[src/design/fb_pkg.sv]
// Package for the 802.15.4 frame builder: frame layout constants, register
// indexes, shared structs, the header byte selector and the byte-wide CRC step.
// No dependencies.
package fb_pkg;

  // Frame layout.
  localparam int PREAMBLE_BYTES = 4;
  localparam int HDR_LEN        = 11;
  localparam int FCS_LEN        = 2;
  localparam int POS_SFD        = PREAMBLE_BYTES;
  localparam int POS_LEN        = PREAMBLE_BYTES + 1;
  localparam int POS_HDR        = PREAMBLE_BYTES + 2;
  localparam int POS_PAY        = POS_HDR + HDR_LEN;
  localparam int POS_LAST       = POS_PAY + FCS_LEN;
  localparam int POS_W          = $clog2(POS_LAST + 1);
  localparam int HDR_IDX_W      = $clog2(HDR_LEN);

  typedef logic [POS_W-1:0]     pos_t;
  typedef logic [HDR_IDX_W-1:0] hdr_idx_t;

  // Fixed codes and CRC settings.
  localparam logic [7:0]  SFD_BYTE = 8'hA7;
  localparam logic [15:0] CRC_POLY = 16'h1201;
  localparam logic [15:0] CRC_INIT = 16'hFFFF;
  localparam logic [6:0]  MIN_LEN  = 7'd2;

  // Configuration port.
  localparam int CFG_IDX_W  = 3;
  localparam int CFG_DATA_W = 16;

  typedef enum logic [CFG_IDX_W-1:0] {
    REG_FRAME_CONTROL   = 3'd0,
    REG_SEQUENCE_NUMBER = 3'd1,
    REG_DEST_PAN_ID     = 3'd2,
    REG_DEST_ADDRESS    = 3'd3,
    REG_SRC_PAN_ID      = 3'd4,
    REG_SRC_ADDRESS     = 3'd5,
    REG_PAYLOAD_LENGTH  = 3'd6
  } cfg_idx_t;

  // Header contents as seen by the emitter.
  typedef struct packed {
    logic [15:0] frame_control;
    logic [7:0]  sequence_number;
    logic [15:0] dest_pan_id;
    logic [15:0] dest_address;
    logic [15:0] src_pan_id;
    logic [15:0] src_address;
    logic [7:0]  len_byte;
  } hdr_t;

  // One accepted payload word with its place in the frame.
  typedef struct packed {
    logic       start;
    logic       last;
    logic [7:0] data;
  } job_t;

  // Status returned by the emitter.
  typedef struct packed {
    logic done;
    logic crc_idle;
  } emit_status_t;

  // Header byte at a given index, fields little-endian.
  function automatic logic [7:0] hdr_byte(hdr_t h, hdr_idx_t idx);
    logic [7:0] b;
    case (idx)
      4'd0:    b = h.frame_control[7:0];
      4'd1:    b = h.frame_control[15:8];
      4'd2:    b = h.sequence_number;
      4'd3:    b = h.dest_pan_id[7:0];
      4'd4:    b = h.dest_pan_id[15:8];
      4'd5:    b = h.dest_address[7:0];
      4'd6:    b = h.dest_address[15:8];
      4'd7:    b = h.src_pan_id[7:0];
      4'd8:    b = h.src_pan_id[15:8];
      4'd9:    b = h.src_address[7:0];
      4'd10:   b = h.src_address[15:8];
      default: b = 8'h00;
    endcase
    return b;
  endfunction

  // Reflected CRC over one byte, LSB first.
  function automatic logic [15:0] crc_byte(logic [15:0] crc_in, logic [7:0] b);
    logic [15:0] c;
    c = crc_in;
    for (int k = 0; k < 8; k++) begin
      if (c[0] ^ b[k]) begin
        c = (c >> 1) ^ CRC_POLY;
      end else begin
        c = c >> 1;
      end
    end
    return c;
  endfunction

endpackage

[src/design/fb_if.sv]
// Stream interfaces of the frame builder: payload words in, frame words out.
// Depends on nothing.
interface fb_in_if;
  logic       valid;
  logic       ready;
  logic [7:0] payload_byte;

  modport source (output valid, output payload_byte, input ready);
  modport sink   (input valid, input payload_byte, output ready);
endinterface

interface fb_out_if;
  logic       valid;
  logic       ready;
  logic [7:0] out_byte;
  logic       frame_end;

  modport source (output valid, output out_byte, output frame_end, input ready);
  modport sink   (input valid, input out_byte, input frame_end, output ready);
endinterface

[src/design/fb_emitter.sv]
// Frame word sequencer: walks the positions of one accepted word, keeps the
// running CRC and holds the output register. Depends on fb_pkg and fb_out_if.
module fb_emitter
  import fb_pkg::*;
(
  input  logic         clk,
  input  logic         rst_n,
  input  logic         job_valid,
  input  job_t         job,
  input  hdr_t         hdr,
  input  logic         load,
  input  logic         load_start,
  output emit_status_t status,
  fb_out_if.source     out_if
);

  pos_t        pos_r, pos_nxt;
  logic [15:0] crc_r, crc_nxt;
  logic        out_valid_r;
  logic [7:0]  out_byte_r;
  logic        out_end_r;

  logic        move;
  logic        done;
  pos_t        final_pos;
  logic [7:0]  sel_byte;
  logic        crc_take;
  pos_t        hdr_off;

  // A word moves into the output register when that register is free or empties this cycle.
  assign move      = job_valid && (!out_valid_r || out_if.ready);
  assign final_pos = job.last ? POS_W'(POS_LAST) : POS_W'(POS_PAY);
  assign done      = move && (pos_r == final_pos);
  assign hdr_off   = pos_r - POS_W'(POS_HDR);
  assign crc_take  = (pos_r >= POS_W'(POS_HDR)) && (pos_r <= POS_W'(POS_PAY));

  // Select the frame word at the current position.
  always_comb begin
    if (pos_r < POS_W'(POS_SFD)) begin
      sel_byte = 8'h00;
    end else if (pos_r == POS_W'(POS_SFD)) begin
      sel_byte = SFD_BYTE;
    end else if (pos_r == POS_W'(POS_LEN)) begin
      sel_byte = hdr.len_byte;
    end else if (pos_r < POS_W'(POS_PAY)) begin
      sel_byte = hdr_byte(hdr, hdr_off[HDR_IDX_W-1:0]);
    end else if (pos_r == POS_W'(POS_PAY)) begin
      sel_byte = job.data;
    end else if (pos_r == POS_W'(POS_PAY + 1)) begin
      sel_byte = ~crc_r[7:0];
    end else begin
      sel_byte = ~crc_r[15:8];
    end
  end

  // Position and CRC next values.
  always_comb begin
    pos_nxt = pos_r;
    crc_nxt = crc_r;
    if (load) begin
      pos_nxt = load_start ? '0 : POS_W'(POS_PAY);
    end else if (move) begin
      pos_nxt = pos_r + POS_W'(1);
    end
    if (move && crc_take) begin
      crc_nxt = crc_byte(crc_r, sel_byte);
    end else if (done && job.last) begin
      crc_nxt = CRC_INIT;
    end
  end

  always_ff @(posedge clk) begin
    if (!rst_n) begin
      pos_r       <= '0;
      crc_r       <= CRC_INIT;
      out_valid_r <= 1'b0;
    end else begin
      pos_r <= pos_nxt;
      crc_r <= crc_nxt;
      if (move) begin
        out_valid_r <= 1'b1;
      end else if (out_if.ready) begin
        out_valid_r <= 1'b0;
      end
    end
  end

  // Output word and frame-end register.
  always_ff @(posedge clk) begin
    if (move) begin
      out_byte_r <= sel_byte;
      out_end_r  <= (pos_r == POS_W'(POS_LAST));
    end
  end

  assign out_if.valid     = out_valid_r;
  assign out_if.out_byte  = out_byte_r;
  assign out_if.frame_end = out_end_r;

  assign status.done     = done;
  assign status.crc_idle = (crc_r == CRC_INIT);

endmodule

[src/design/ieee802154_frame_builder.sv]
// 802.15.4 frame builder top level: configuration registers, frame tracking
// and the word register feeding the sequencer. Depends on fb_pkg, fb_if, fb_emitter.
// An accepted word passes the word register, then the output register.
// Throughput: one output word per cycle while words are supplied and the receiver
// is ready; a mid-frame payload word yields only its own word, the first word of a
// frame also the preamble, SFD, length and header, and the last also the FCS.
// Reset: synchronous active-low; registers return to their defaults, idle.
module ieee802154_frame_builder
  import fb_pkg::*;
(
  input  logic                  clk,
  input  logic                  rst_n,
  fb_in_if.sink                 in_if,
  fb_out_if.source              out_if,
  input  logic                  cfg_we,
  input  logic [CFG_IDX_W-1:0]  cfg_index,
  input  logic [CFG_DATA_W-1:0] cfg_wdata
);

  logic [15:0]  frame_control_r;
  logic [7:0]   sequence_number_r;
  logic [15:0]  dest_pan_id_r;
  logic [15:0]  dest_address_r;
  logic [15:0]  src_pan_id_r;
  logic [15:0]  src_address_r;
  logic [6:0]   payload_length_r;

  logic         in_frame_r;
  logic [6:0]   cnt_r;
  logic [6:0]   cnt_nxt;
  logic         job_valid_r;
  job_t         job_r;

  logic         accept;
  logic         start;
  logic         last;
  logic [6:0]   len_eff;
  hdr_t         hdr;
  emit_status_t st;

  // Configuration writes.
  always_ff @(posedge clk) begin
    if (!rst_n) begin
      frame_control_r   <= 16'h8841;
      sequence_number_r <= 8'h01;
      dest_pan_id_r     <= 16'h2222;
      dest_address_r    <= 16'h1234;
      src_pan_id_r      <= 16'h4444;
      src_address_r     <= 16'hABCD;
      payload_length_r  <= 7'd8;
    end else if (cfg_we) begin
      unique case (cfg_index)
        REG_FRAME_CONTROL:   frame_control_r   <= cfg_wdata;
        REG_SEQUENCE_NUMBER: sequence_number_r <= cfg_wdata[7:0];
        REG_DEST_PAN_ID:     dest_pan_id_r     <= cfg_wdata;
        REG_DEST_ADDRESS:    dest_address_r    <= cfg_wdata;
        REG_SRC_PAN_ID:      src_pan_id_r      <= cfg_wdata;
        REG_SRC_ADDRESS:     src_address_r     <= cfg_wdata;
        REG_PAYLOAD_LENGTH:  payload_length_r  <= cfg_wdata[6:0];
        default: ;
      endcase
    end
  end

  // Short lengths behave as two so header and FCS never share a word.
  assign len_eff = (payload_length_r < MIN_LEN) ? MIN_LEN : payload_length_r;

  assign hdr.frame_control   = frame_control_r;
  assign hdr.sequence_number = sequence_number_r;
  assign hdr.dest_pan_id     = dest_pan_id_r;
  assign hdr.dest_address    = dest_address_r;
  assign hdr.src_pan_id      = src_pan_id_r;
  assign hdr.src_address     = src_address_r;
  assign hdr.len_byte        = {1'b0, len_eff} + 8'(HDR_LEN + FCS_LEN);

  // A new word is taken when the word register is free or empties this cycle.
  assign in_if.ready = !job_valid_r || st.done;
  assign accept      = in_if.valid && in_if.ready;
  assign start       = !in_frame_r;
  assign cnt_nxt     = (start ? 7'd0 : cnt_r) + 7'd1;
  assign last        = (cnt_nxt >= len_eff);

  // Frame tracking and the word register.
  always_ff @(posedge clk) begin
    if (!rst_n) begin
      in_frame_r  <= 1'b0;
      cnt_r       <= '0;
      job_valid_r <= 1'b0;
    end else begin
      if (accept) begin
        job_valid_r <= 1'b1;
        in_frame_r  <= !last;
        cnt_r       <= last ? 7'd0 : cnt_nxt;
      end else if (st.done) begin
        job_valid_r <= 1'b0;
      end
    end
  end

  always_ff @(posedge clk) begin
    if (accept) begin
      job_r.start <= start;
      job_r.last  <= last;
      job_r.data  <= in_if.payload_byte;
    end
  end

  fb_emitter u_emitter (
    .clk        (clk),
    .rst_n      (rst_n),
    .job_valid  (job_valid_r),
    .job        (job_r),
    .hdr        (hdr),
    .load       (accept),
    .load_start (start),
    .status     (st),
    .out_if     (out_if)
  );

  // Between frames the CRC must be back at its initial value.
  a_crc_idle: assert property (@(posedge clk) disable iff (!rst_n)
    (!in_frame_r && !job_valid_r) |-> st.crc_idle)
    else $error("CRC not restored between frames");

  // The payload counter is clear whenever no frame is open.
  a_cnt_clear: assert property (@(posedge clk) disable iff (!rst_n)
    !in_frame_r |-> (cnt_r == 7'd0))
    else $error("payload counter not clear outside a frame");

  // A word that continues a frame is either inside an open frame or closes it.
  a_mid_frame: assert property (@(posedge clk) disable iff (!rst_n)
    (job_valid_r && !job_r.start) |-> (in_frame_r || job_r.last))
    else $error("mid-frame word outside a frame");

endmodule

[src/flat_wrapper.sv]
// flat-port wrapper written by rule: the top's interface ports become plain ports
module ieee802154_frame_builder_flat import fb_pkg::*;
  (clk, rst_n, cfg_we, cfg_index, cfg_wdata, in_if_valid, in_if_payload_byte, in_if_ready, out_if_valid, out_if_out_byte, out_if_frame_end, out_if_ready);
  fb_in_if in_if_i ();
  fb_out_if out_if_i ();
  input  logic clk;
  input  logic rst_n;
  input  logic cfg_we;
  input  logic [CFG_IDX_W-1:0] cfg_index;
  input  logic [CFG_DATA_W-1:0] cfg_wdata;
  input wire logic [$bits(in_if_i.valid)-1:0] in_if_valid;
  input wire logic [$bits(in_if_i.payload_byte)-1:0] in_if_payload_byte;
  output wire logic [$bits(in_if_i.ready)-1:0] in_if_ready;
  output wire logic [$bits(out_if_i.valid)-1:0] out_if_valid;
  output wire logic [$bits(out_if_i.out_byte)-1:0] out_if_out_byte;
  output wire logic [$bits(out_if_i.frame_end)-1:0] out_if_frame_end;
  input wire logic [$bits(out_if_i.ready)-1:0] out_if_ready;
  assign in_if_i.valid = in_if_valid;
  assign in_if_i.payload_byte = in_if_payload_byte;
  assign in_if_ready = in_if_i.ready;
  assign out_if_valid = out_if_i.valid;
  assign out_if_out_byte = out_if_i.out_byte;
  assign out_if_frame_end = out_if_i.frame_end;
  assign out_if_i.ready = out_if_ready;
  ieee802154_frame_builder u_core (.clk(clk), .rst_n(rst_n), .in_if(in_if_i), .out_if(out_if_i), .cfg_we(cfg_we), .cfg_index(cfg_index), .cfg_wdata(cfg_wdata));
endmodule
[config.mk]
export PLATFORM = sky130hd
export DESIGN_NAME = ieee802154_frame_builder_flat
export DESIGN_NICKNAME = d
export VERILOG_FILES = /design/src/design/fb_pkg.sv /design/src/design/fb_if.sv /design/src/design/fb_emitter.sv /design/src/design/ieee802154_frame_builder.sv /design/src/flat_wrapper.sv
export SDC_FILE = /design/constraint.sdc
export NUM_CORES = 1
export LEC_CHECK = 0
export BUFFER_PORTS_ARGS = -buffer_cell sky130_fd_sc_hd__buf_2
export CAP_MARGIN = 20
export CORE_ASPECT_RATIO = 1.25
export CORE_UTILIZATION = 60
export CTS_BUF_LIST = sky130_fd_sc_hd__clkbuf_8
export CTS_CLUSTER_DIAMETER = 30
export DETAILED_ROUTE_END_ITERATION = 8
export GPL_TIMING_DRIVEN = 0
export PLACE_DENSITY = 0.79
export SETUP_SLACK_MARGIN = 0.4
export SKIP_CTS_REPAIR_TIMING = 1
export SLEW_MARGIN = 20
export SYNTH_ARGS = -nofsm -noshare
export SYNTH_HDL_FRONTEND = slang
export SYNTH_SLANG_ARGS = --single-unit
export TNS_END_PERCENT = 50
[constraint.sdc]
create_clock -name clk -period 3.8 [get_ports clk]
set_input_delay 0.38 -clock clk [delete_from_list [all_inputs] [get_ports clk]]
set_output_delay 0.38 -clock clk [all_outputs]
set_load 0.02 [all_outputs]
==> results.ini <==
[clock_tree]
cts_sinks = 142
cts_buffer_depth = 2
cts-root-buf = clkbuf_8
clk_pin_slew_ns = 0.09
htree_num_levels = 4
tritoncts = built
clk_latency_ns = 0.47
cts-buffers-inserted = 17

[outcome]
violations = design-rule violations
outcome = complete, but fails checks

[timing]
fmax_mhz = 288
fin_crit_ns = 3.47
finalCritPeriodShare = 0.913
slew_headroom = 0.278
tightest_slew_ns = 1.07
rsz0062_at_grt = true
finalHoldViolations = 0
drv_slew = 0
setup_violations = 0
skew_ns = 0.0124

[cells_and_area]
fin_nets = 990
regArea_um2 = 3040
multi_input_area_um2 = 4200
n_antenna_cell = 0
finish.utilization = 0.755
final_cells = 1116
areaGrowthSynthToFinish_pct = 22.3
nFillCells = 837
drive_gt1_frac = 0.224

[route]
post_drt_wl_per_cell_um = 21.1
drtIter0Drc = 731
wirelength_mm = 23.5
drt_first_pass_iters = 9
final_antenna_net_count = 0
drc = 1
viasPerCell = 6.31
vias = 7044

[setup_path]
cp.required_ns = 4.15
crit_path_end_kind = register
slowest_stage = xnor3_2
cp_max_fo = 10
start_kind = register
crit_arrival_ns = 3.82
max_stage_delay_ns = 0.47
crit_type = reg -> reg
path_cells = ha_1 > clkbuf_2 > a221oi_2 > o21ai_0 > o311ai_2 > a221oi_2 > xnor3_2 > xnor2_4 > xnor2_2 > xnor2_1 > o22a_1
cpMostUsedCell = a221oi_2

[synthesis]
synth_edf_count = 18
synth_largest_area_cell = dfxtp_1
syn_nets = 893
synth_cells = 845
synth_cell_types = 69
synth_ff_type = dfxtp_1
synthTopCellsByCount = 230 x nand2_1, 124 x dfxtp_1, 70 x a21boi_0, 45 x nand3_1, 36 x clkbuf_1
yosysMostFrequentCell = nand2_1
synth.avg_cell_area_um2 = 8.52
synth_warnings = 0
seq_area_frac_synth = 0.420
syn_area_um2 = 7200
synth.ff_latch_count = 142
async_flop_share = 0
synth_area_leaders = dfxtp_1 34%, nand2_1 12%, edfxtp_1 7.5%
synth_top_area_frac = 0.345

[floorplan]
fp.dieArea_um2 = 12500
start_util = 0.617
io_pins = 43
core_region_area_um2 = 11700
die_h_um = 125
die_x_um = 100
std_cell_rows = 44

[global_routing]
gr-total-overflow = 0
first_global_vias = 6500
grtUsageTotal = 0.366
grt_max_degree = 17
grt_pass1_wl_mm = 34.2
antenna_found_initial = 1

[placed_design]
dp_hpwl_mm = 15.9
io_buffers = 42
dp_cells = 1048
gp_congestion = 0.981

[power_and_ir_drop]
ir_drop_mv = 0.327
p_total_mw = 3.51
p_leak_nw = 3.39
power_density_nw_per_um2 = 399

[worst_hold_path]
hp-class = in -> reg

[flow_run]
max_cap_violations = 0

## cells in the final DEF (no fill, tap or decap), types with 9 or more instances in the layout
| master | synthesis | final |
|---|---|---|
| nand3_1 | 45 | 44 |
| a21boi_0 | 70 | 70 |
| edfxtp_1 | 18 | 18 |
| buf_2 | 8 | 47 |
| buf_4 | 2 | 37 |
| o21ai_0 | 16 | 11 |
| inv_1 | 20 | 15 |
| xnor2_1 | 23 | 17 |
| xor2_1 | 13 | 9 |
| dfxtp_1 | 124 | 117 |
| nand2_1 | 230 | 230 |
| a21oi_1 | 26 | 22 |
| a222oi_1 | 9 | 9 |
| clkbuf_8 | 0 | 20 |
| clkbuf_1 | 36 | 26 |
| ha_1 | 16 | 12 |
| nor2_1 | 19 | 18 |
| and2_1 | 10 | 9 |
| a22o_1 | 11 | 11 |
## registers in the layout, summed over array words and instances (netlist names)
name                               flops
u_core.in_frame_r                      1
u_core.job_valid_r                     1
u_core.payload_length_r                7
u_core.u_emitter.crc_r                14
u_core.sequence_number_r               8
u_core.dest_pan_id_r                  16
u_core.u_emitter.out_if.valid          1
u_core.dest_address_r                 16
u_core.frame_control_r                16
u_core.cnt_r                           7
u_core.src_pan_id_r                   16
u_core.u_emitter.out_if.frame_end      1
u_core.job_r                           9
u_core.src_address_r                  16
u_core.u_emitter.pos_r                 5
u_core.u_emitter.out_if.out_byte       8
## power breakdown
group          internal [mW]  leakage (nW)  switching, mW
Sequential              1.57          1.18         0.0371
Combinational          0.265          1.99          0.355
Clock                  0.694         0.217          0.594
Total                   2.53          3.39          0.986
## worst max-delay path, delay by kind of cell (launching register included)
| family | cells | cell delay [ns] |
|---|---|---|
| AOI/OAI and AO/OA | 5 | 1.18 |
| xor gates and xnor gates | 4 | 1.05 |
| DFF | 1 | 0.39 |
| buffers and inverters | 1 | 0.37 |
| adders and majority gates | 1 | 0.34 |
## through the flow
stage,setup WS [ns],TNS [ns],hold WS [ns],area [um^2]
2_1_floorplan,0.462,0,0.432,7210
3_3_place_gp,-0.617,-2.86,0.443,7620
3_5_place_dp,-0.644,-3.28,0.455,7620
4_1_cts,-0.661,-3.52,0.0735,8040
5_1_grt,0.283,0,0.0778,8810
6_report,0.330,0,0.0797,8810
## path summary, 6_finish.rpt
path	startpoint	to	slack [ns]	cells after the start
max	u_core.u_emitter.pos_r[1]	u_core.u_emitter.crc_r[12]	0.33	11
min	in_if_payload_byte[7]	u_core.job_r[7]	0.08	1
min reg2reg	u_core.src_pan_id_r[0]	u_core.src_pan_id_r[0]	0.47	2
max reg2reg	u_core.u_emitter.pos_r[1]	u_core.u_emitter.crc_r[12]	0.33	11
## routing by layer
layer  wire, um  vias up  track usage  share of wire
li1           -     3157            -              -
met2      11100      466        0.610           0.47
met3       2170      131       0.0634          0.092
met5          0        -            0              0
met4       1560        0        0.239          0.066
met1       8630     3290        0.429           0.37
## final cells by class
class / instances / area share
clock inverters: 12 / 0.0162
multi-input cells: 631 / 0.477
clock buffers: 20 / 0.0313
repair buffers: 78 / 0.0585
well taps: 161 / 0.0229
plain buffers: 51 / 0.0386
flip-flops and latches: 142 / 0.346
inverters: 21 / 0.00995
## kinds of logic after synthesis
| group | after synthesis | synth area share |
|---|---|---|
| mux | 10 | 0.0148 |
| xor+xnor | 41 | 0.0585 |
| compound gates | 207 | 0.216 |
| buf+inv | 72 | 0.0420 |
| simple gates | 357 | 0.221 |
| fa+ha+maj | 16 | 0.0278 |
| flops | 142 | 0.420 |
No activity file was read; power rests on OpenSTA's default activity.
